==> src/sv/rracs_pkg.sv <==
`default_nettype none

package rracs_pkg;

    // Field widths fixed by the item formats.
    localparam int DATA_W  = 32;
    localparam int POS_W   = 13;
    localparam int COUNT_W = 13;
    localparam int LEN_W   = 13;

    // Default depth of the element store.
    localparam int MAX_LEN_DEF = 4096;

    // Reset value of the length register.
    localparam logic [LEN_W-1:0] LENGTH_RESET = 13'd4096;

    // Configuration port: paddr width and register index of length.
    localparam int   CFG_ADDR_W = 3;
    localparam logic REG_LENGTH = 1'b0;

    // Request kinds.
    typedef enum logic [1:0] {
        KIND_LOAD    = 2'd0,
        KIND_COUNT   = 2'd1,
        KIND_ASSIGN  = 2'd2,
        KIND_REVERSE = 2'd3
    } kind_t;

    // Sequencer states.
    typedef enum logic [3:0] {
        ST_IDLE,
        ST_CNT,
        ST_CNT_LAST,
        ST_RESULT,
        ST_ASG,
        ST_REV_RDI,
        ST_REV_RDJ,
        ST_REV_WRI,
        ST_REV_WRJ
    } state_t;

    // Result handed from the sequencer to the output register.
    typedef struct packed {
        logic               valid;
        logic [COUNT_W-1:0] count;
        logic               range_error;
    } res_t;

endpackage

`default_nettype wire

==> src/sv/rracs_ctrl.sv <==
`default_nettype none

module rracs_ctrl #(
    parameter int MAX_LEN = rracs_pkg::MAX_LEN_DEF,
    parameter int AW      = $clog2(MAX_LEN),
    parameter int UW      = ($clog2(MAX_LEN + 1) > 13) ? $clog2(MAX_LEN + 1) : 13
) (
    input  wire logic                          aclk,
    input  wire logic                          aresetn,
    input  wire logic                          in_valid,
    output logic                               in_ready,
    input  wire rracs_pkg::kind_t              in_kind,
    input  wire logic [rracs_pkg::POS_W-1:0]   in_left,
    input  wire logic [rracs_pkg::POS_W-1:0]   in_right,
    input  wire logic [rracs_pkg::DATA_W-1:0]  in_value,
    input  wire logic [UW-1:0]                 used_len,
    input  wire logic                          out_free,
    output rracs_pkg::res_t                    res,
    output logic                               wr_en,
    output logic      [AW-1:0]                 wr_addr,
    output logic      [rracs_pkg::DATA_W-1:0]  wr_data,
    output logic                               rd_en,
    output logic      [AW-1:0]                 rd_addr,
    input  wire logic [rracs_pkg::DATA_W-1:0]  rd_data
);
    import rracs_pkg::*;

    state_t             state_reg, state_next;
    logic [POS_W-1:0]   i_reg, i_next;
    logic [POS_W-1:0]   j_reg, j_next;
    logic [DATA_W-1:0]  val_reg, val_next;
    logic [DATA_W-1:0]  tmp_reg, tmp_next;
    logic [COUNT_W-1:0] cnt_reg, cnt_next;
    logic               pend_reg, pend_next;
    logic               err_reg, err_next;

    logic               range_ok;
    logic               load_ok;
    logic               hit;
    logic [POS_W-1:0]   left_m1;

    // Range checks on the incoming request.
    assign left_m1  = in_left - POS_W'(1);
    assign range_ok = (in_left != '0) && (in_left <= in_right)
                      && (UW'(in_right) <= used_len);
    assign load_ok  = (in_left != '0) && (UW'(in_left) <= used_len);

    // The signed compare of the read element against the threshold.
    assign hit = ($signed(rd_data) >= $signed(val_reg));

    // Next state.
    always_comb begin
        state_next = state_reg;
        unique case (state_reg)
            ST_IDLE: begin
                if (in_valid) begin
                    unique case (in_kind)
                        KIND_LOAD:    state_next = ST_IDLE;
                        KIND_COUNT:   state_next = range_ok ? ST_CNT : ST_RESULT;
                        KIND_ASSIGN:  state_next = range_ok ? ST_ASG : ST_IDLE;
                        KIND_REVERSE: state_next = range_ok ? ST_REV_RDI : ST_IDLE;
                        default:      state_next = ST_IDLE;
                    endcase
                end
            end
            ST_CNT:      state_next = (i_reg == j_reg) ? ST_CNT_LAST : ST_CNT;
            ST_CNT_LAST: state_next = ST_RESULT;
            ST_RESULT:   state_next = out_free ? ST_IDLE : ST_RESULT;
            ST_ASG:      state_next = (i_reg == j_reg) ? ST_IDLE : ST_ASG;
            ST_REV_RDI:  state_next = (i_reg < j_reg) ? ST_REV_RDJ : ST_IDLE;
            ST_REV_RDJ:  state_next = ST_REV_WRI;
            ST_REV_WRI:  state_next = ST_REV_WRJ;
            ST_REV_WRJ:  state_next = ST_REV_RDI;
            default:     state_next = ST_IDLE;
        endcase
    end

    // Memory port and handshake outputs.
    always_comb begin
        in_ready        = 1'b0;
        wr_en           = 1'b0;
        wr_addr         = AW'(i_reg);
        wr_data         = val_reg;
        rd_en           = 1'b0;
        rd_addr         = AW'(i_reg);
        res.valid       = 1'b0;
        res.count       = cnt_reg;
        res.range_error = err_reg;
        unique case (state_reg)
            ST_IDLE: begin
                in_ready = 1'b1;
                // A load is written in the cycle it is accepted.
                if (in_valid && (in_kind == KIND_LOAD) && load_ok) begin
                    wr_en   = 1'b1;
                    wr_addr = AW'(left_m1);
                    wr_data = in_value;
                end
            end
            ST_CNT: begin
                rd_en = 1'b1;
            end
            ST_RESULT: begin
                res.valid = 1'b1;
            end
            ST_ASG: begin
                wr_en = 1'b1;
            end
            ST_REV_RDI: begin
                rd_en = (i_reg < j_reg);
            end
            ST_REV_RDJ: begin
                rd_en   = 1'b1;
                rd_addr = AW'(j_reg);
            end
            ST_REV_WRI: begin
                wr_en   = 1'b1;
                wr_data = rd_data;
            end
            ST_REV_WRJ: begin
                wr_en   = 1'b1;
                wr_addr = AW'(j_reg);
                wr_data = tmp_reg;
            end
            default: begin
            end
        endcase
    end

    // Datapath registers: walk indexes, threshold, swap buffer, counter, read-pending flag and error flag.
    always_comb begin
        i_next    = i_reg;
        j_next    = j_reg;
        val_next  = val_reg;
        err_next  = err_reg;
        tmp_next  = (state_reg == ST_REV_RDJ) ? rd_data : tmp_reg;
        pend_next = (state_reg == ST_CNT);
        cnt_next  = cnt_reg + COUNT_W'(pend_reg && hit);
        unique case (state_reg)
            ST_IDLE: begin
                if (in_valid) begin
                    i_next   = left_m1;
                    j_next   = in_right - POS_W'(1);
                    val_next = in_value;
                    cnt_next = '0;
                    err_next = !range_ok;
                end
            end
            ST_CNT, ST_ASG: begin
                i_next = i_reg + POS_W'(1);
            end
            ST_REV_WRJ: begin
                i_next = i_reg + POS_W'(1);
                j_next = j_reg - POS_W'(1);
            end
            default: begin
            end
        endcase
    end

    always_ff @(posedge aclk) begin
        if (!aresetn) begin
            state_reg <= ST_IDLE;
            pend_reg  <= 1'b0;
        end else begin
            state_reg <= state_next;
            pend_reg  <= pend_next;
        end
        i_reg   <= i_next;
        j_reg   <= j_next;
        val_reg <= val_next;
        tmp_reg <= tmp_next;
        cnt_reg <= cnt_next;
        err_reg <= err_next;
    end

endmodule

`default_nettype wire

==> config.mk <==
export PLATFORM = sky130hd
export DESIGN_NAME = rracs_ctrl
export DESIGN_NICKNAME = d
export VERILOG_FILES = /design/src/sv/rracs_pkg.sv /design/src/sv/rracs_ctrl.sv
export SDC_FILE = /design/constraint.sdc
export NUM_CORES = 1
export LEC_CHECK = 0
export BUFFER_PORTS_ARGS = -buffer_cell sky130_fd_sc_hd__buf_2
export CORE_MARGIN = 2
export CORE_UTILIZATION = 55
export CTS_CLUSTER_DIAMETER = 200
export DETAILED_ROUTE_END_ITERATION = 10
export GPL_ROUTABILITY_DRIVEN = 0
export PLACE_DENSITY = 0.78
export SYNTH_ARGS = -nofsm -noshare
export SYNTH_HDL_FRONTEND = slang
export SYNTH_SLANG_ARGS = --single-unit
==> constraint.sdc <==
create_clock -name aclk -period 4.6 [get_ports aclk]
set_input_delay 0.23 -clock aclk [delete_from_list [all_inputs] [get_ports aclk]]
set_output_delay 0.23 -clock aclk [all_outputs]
set_load 0.1 [all_outputs]
==> metrics.cfg <==
[hold_path]
min_to=val_reg[9]
min_path_cells=1
hold_class=input port to flip-flop
hp-start=in_value[9]

[clock_network]
cts_setup_buffers=0
cts_resized=0
hold_buffers=0
numCtsBuffers=9
cts.sinks=109
cts_root_buffer=clkbuf_16
clk-insertion-delay-late_ps=360
htreeDepth=3
clk_pin_slew_ps=90
cts.path.max_buffers=2
tritoncts=done

[floorplanning]
rows=43
die-area_sq_um=15200
coreArea_sq_um=13900
fp.dieH_microns=123
ios=183
start_util=0.564
fp.dieW_microns=123

[global_route]
antenna_found_initial=2
grt_pass1_vias=6336
overflow=0
grt_max_degree=45
grt_pass1_wl_microns=31500
grt_use_total=0.270

[synthesis]
synth_nets=955
yosys_register_bits=109
synthDistinctLibCells=69
synth-edff-count=91
yosysWarnings=0
ys_seq_area_frac=0.395
yosysTopAreaCell=edfxtp_1
ys_top_cells_by_area=edfxtp_1 35%, ha_1 14%, a221o_1 5.0%
synthesis.area_sq_um=7830
syn_area_per_cell_sq_um=10.4
synth-main-ff-cell=edfxtp_1
syn-instance-count=756
async_flop_share=0
synth_top_area_share=0.349

[worst_setup_path]
r2r_end=j_reg[8]
critPathArrivalTime_ps=3220
cp-start-kind=flip-flop
crit_buf_inv=2
crit_chain=nor4b_4 > buf_4 > a22o_1 > a221o_1 > buf_2
crit_family=simple AND/OR/NAND/NOR gates
r2r_cells=7
critPathKind=flip-flop to primary output
crit_slowest_cell=nor4b_4
r2r-start=state_reg[3]
r2r_setup_slack_ps=1410
critPathMaxStageDelay_ps=1000
end_kind=primary output
required_ps=4370
worst-path-max-fanout=32

[detailed_routing]
ant_nets=0
routed_wl_microns=20200
post-route-drc-count=0
vias=6612
drt-initial-drc-count=496
firstDrtPassIters=5
vias_per_cell=5.93
avgRoutedWirePerCell_microns=18.1

[placement]
io_buffers=182
dp_hpwl_microns=15500
post_dp_cell_area_sq_um=8840

[timing]
fin_skew_ps=11.3
fin_crit_sh=0.750
rsz0062_at_grt=no
finalCriticalPeriod_ps=3450
fmax_ghz=0.290
setup_violations=0
whs_ps=52.2
hold_viol=0
setup_tns_ps=0
worstMarginPinSlew_ps=1150
slew_viol_final=0
max_slew_margin=0.230

[cells_and_area]
mostFrequentLayoutCell=buf_2
fillers=1138
syn_to_final_growth_pct=16.7
final_cell_mix=182 x buf_2, 91 x edfxtp_1, 90 x ha_1, 79 x inv_1, 49 x a21oi_1
fin_area_sq_um=9130
drive_above_1_share=0.257
fin_nets=1127

[job]
max_cap_viol_count=0

[outcome]
status=completed

[power_and_ir_drop]
powerDensity_nw_per_um2=472
p_leak_uw=0.00413
peakVddDrop_mv=0.397
power_uw=4310

## layout make-up
class                   count  area [sq um]  area share
multi-input cells         538          4260       0.467
repair buffers            188           956       0.105
well taps                 180           225      0.0247
clock buffers              10           229      0.0251
clock inverters             6          55.1     0.00603
inverters                  82           308      0.0337
diodes                      2          5.00    0.000548
flip-flops and latches    109          3090       0.339
## cells in the mapped netlist, types with 3 or more instances
| cell type | number |
|---|---|
| buf_6 | 8 |
| nand3_1 | 32 |
| and3_1 | 10 |
| inv_1 | 80 |
| nand2b_1 | 4 |
| a21o_1 | 9 |
| clkbuf_1 | 15 |
| nand2_1 | 37 |
| a211oi_1 | 6 |
| o21ai_0 | 11 |
| mux2_1 | 7 |
| xnor2_1 | 26 |
| xor2_1 | 18 |
| ha_1 | 90 |
| a211o_1 | 5 |
| nor4_1 | 3 |
| mux2i_1 | 6 |
| mux2_2 | 8 |
| o21ai_1 | 7 |
| nand4b_1 | 3 |
| and2_1 | 3 |
| a22o_1 | 33 |
| nor3_2 | 3 |
| nor2b_1 | 7 |
| nor2_1 | 44 |
| nor3_1 | 11 |
| dfxtp_1 | 18 |
| a221o_1 | 39 |
| nor2b_4 | 4 |
| edfxtp_1 | 91 |
| a21oi_1 | 49 |
| nand4_1 | 16 |
| nor2b_2 | 3 |
| or3_1 | 4 |
## metrics by stage
step	instances	setup WS, ps	utilization
5_1_grt	1114	950	0.658
3_3_place_gp	1097	1280	0.637
3_5_place_dp	1097	1220	0.637
4_1_cts	1113	1170	0.658
6_report	1115	1150	0.658
2_1_floorplan	756	642	-
## power by group
group	internal (uW)	switching [uW]	total [uW]
Sequential	1200	118	1320
Clock	380	384	764
Combinational	472	1750	2220
## how the worst max path moves through the flow
stage	slack, ps	depth (start not counted)	to	startpoint
after floorplan	640	5	rd_addr[0]	state_reg[2]
after global placement	1280	10	wr_data[30]	in_left[4]
after detailed placement	1220	10	wr_data[30]	in_left[4]
after CTS	1170	6	wr_data[30]	state_reg[3]
after global routing	950	5	wr_data[27]	state_reg[3]
final	1150	5	wr_data[30]	state_reg[3]
## per-layer routing
layer / up-vias / wire length [microns] / track usage
li1: 3192 / - / -
met1: 3100 / 8720 / 0.356
met2: 284 / 9430 / 0.438
met3: 36 / 1540 / 0.0577
met4: 0 / 512 / 0.0973
met5: - / 0 / 0
## logic make-up (layout without fill, tap and decap cells)
family	after synthesis	after routing	synth area share
xor+xnor	44	44	0.0492
simple gates	201	201	0.144
fa+ha+maj	90	90	0.144
flops	109	109	0.395
other cells	0	2	0
compound gates	182	182	0.177
buf+inv	109	286	0.0612
mux	21	21	0.0293
## worst reg2reg max path: stages (launching register included)
cell and delay [ps]:
dfxtp_1 570, nor4b_4 1000, mux2i_1 500, and4_4 310
nand3_1 160, nor2_1 160, xnor2_1 140, mux2i_1 90
No activity file was read; power rests on OpenSTA's default activity.
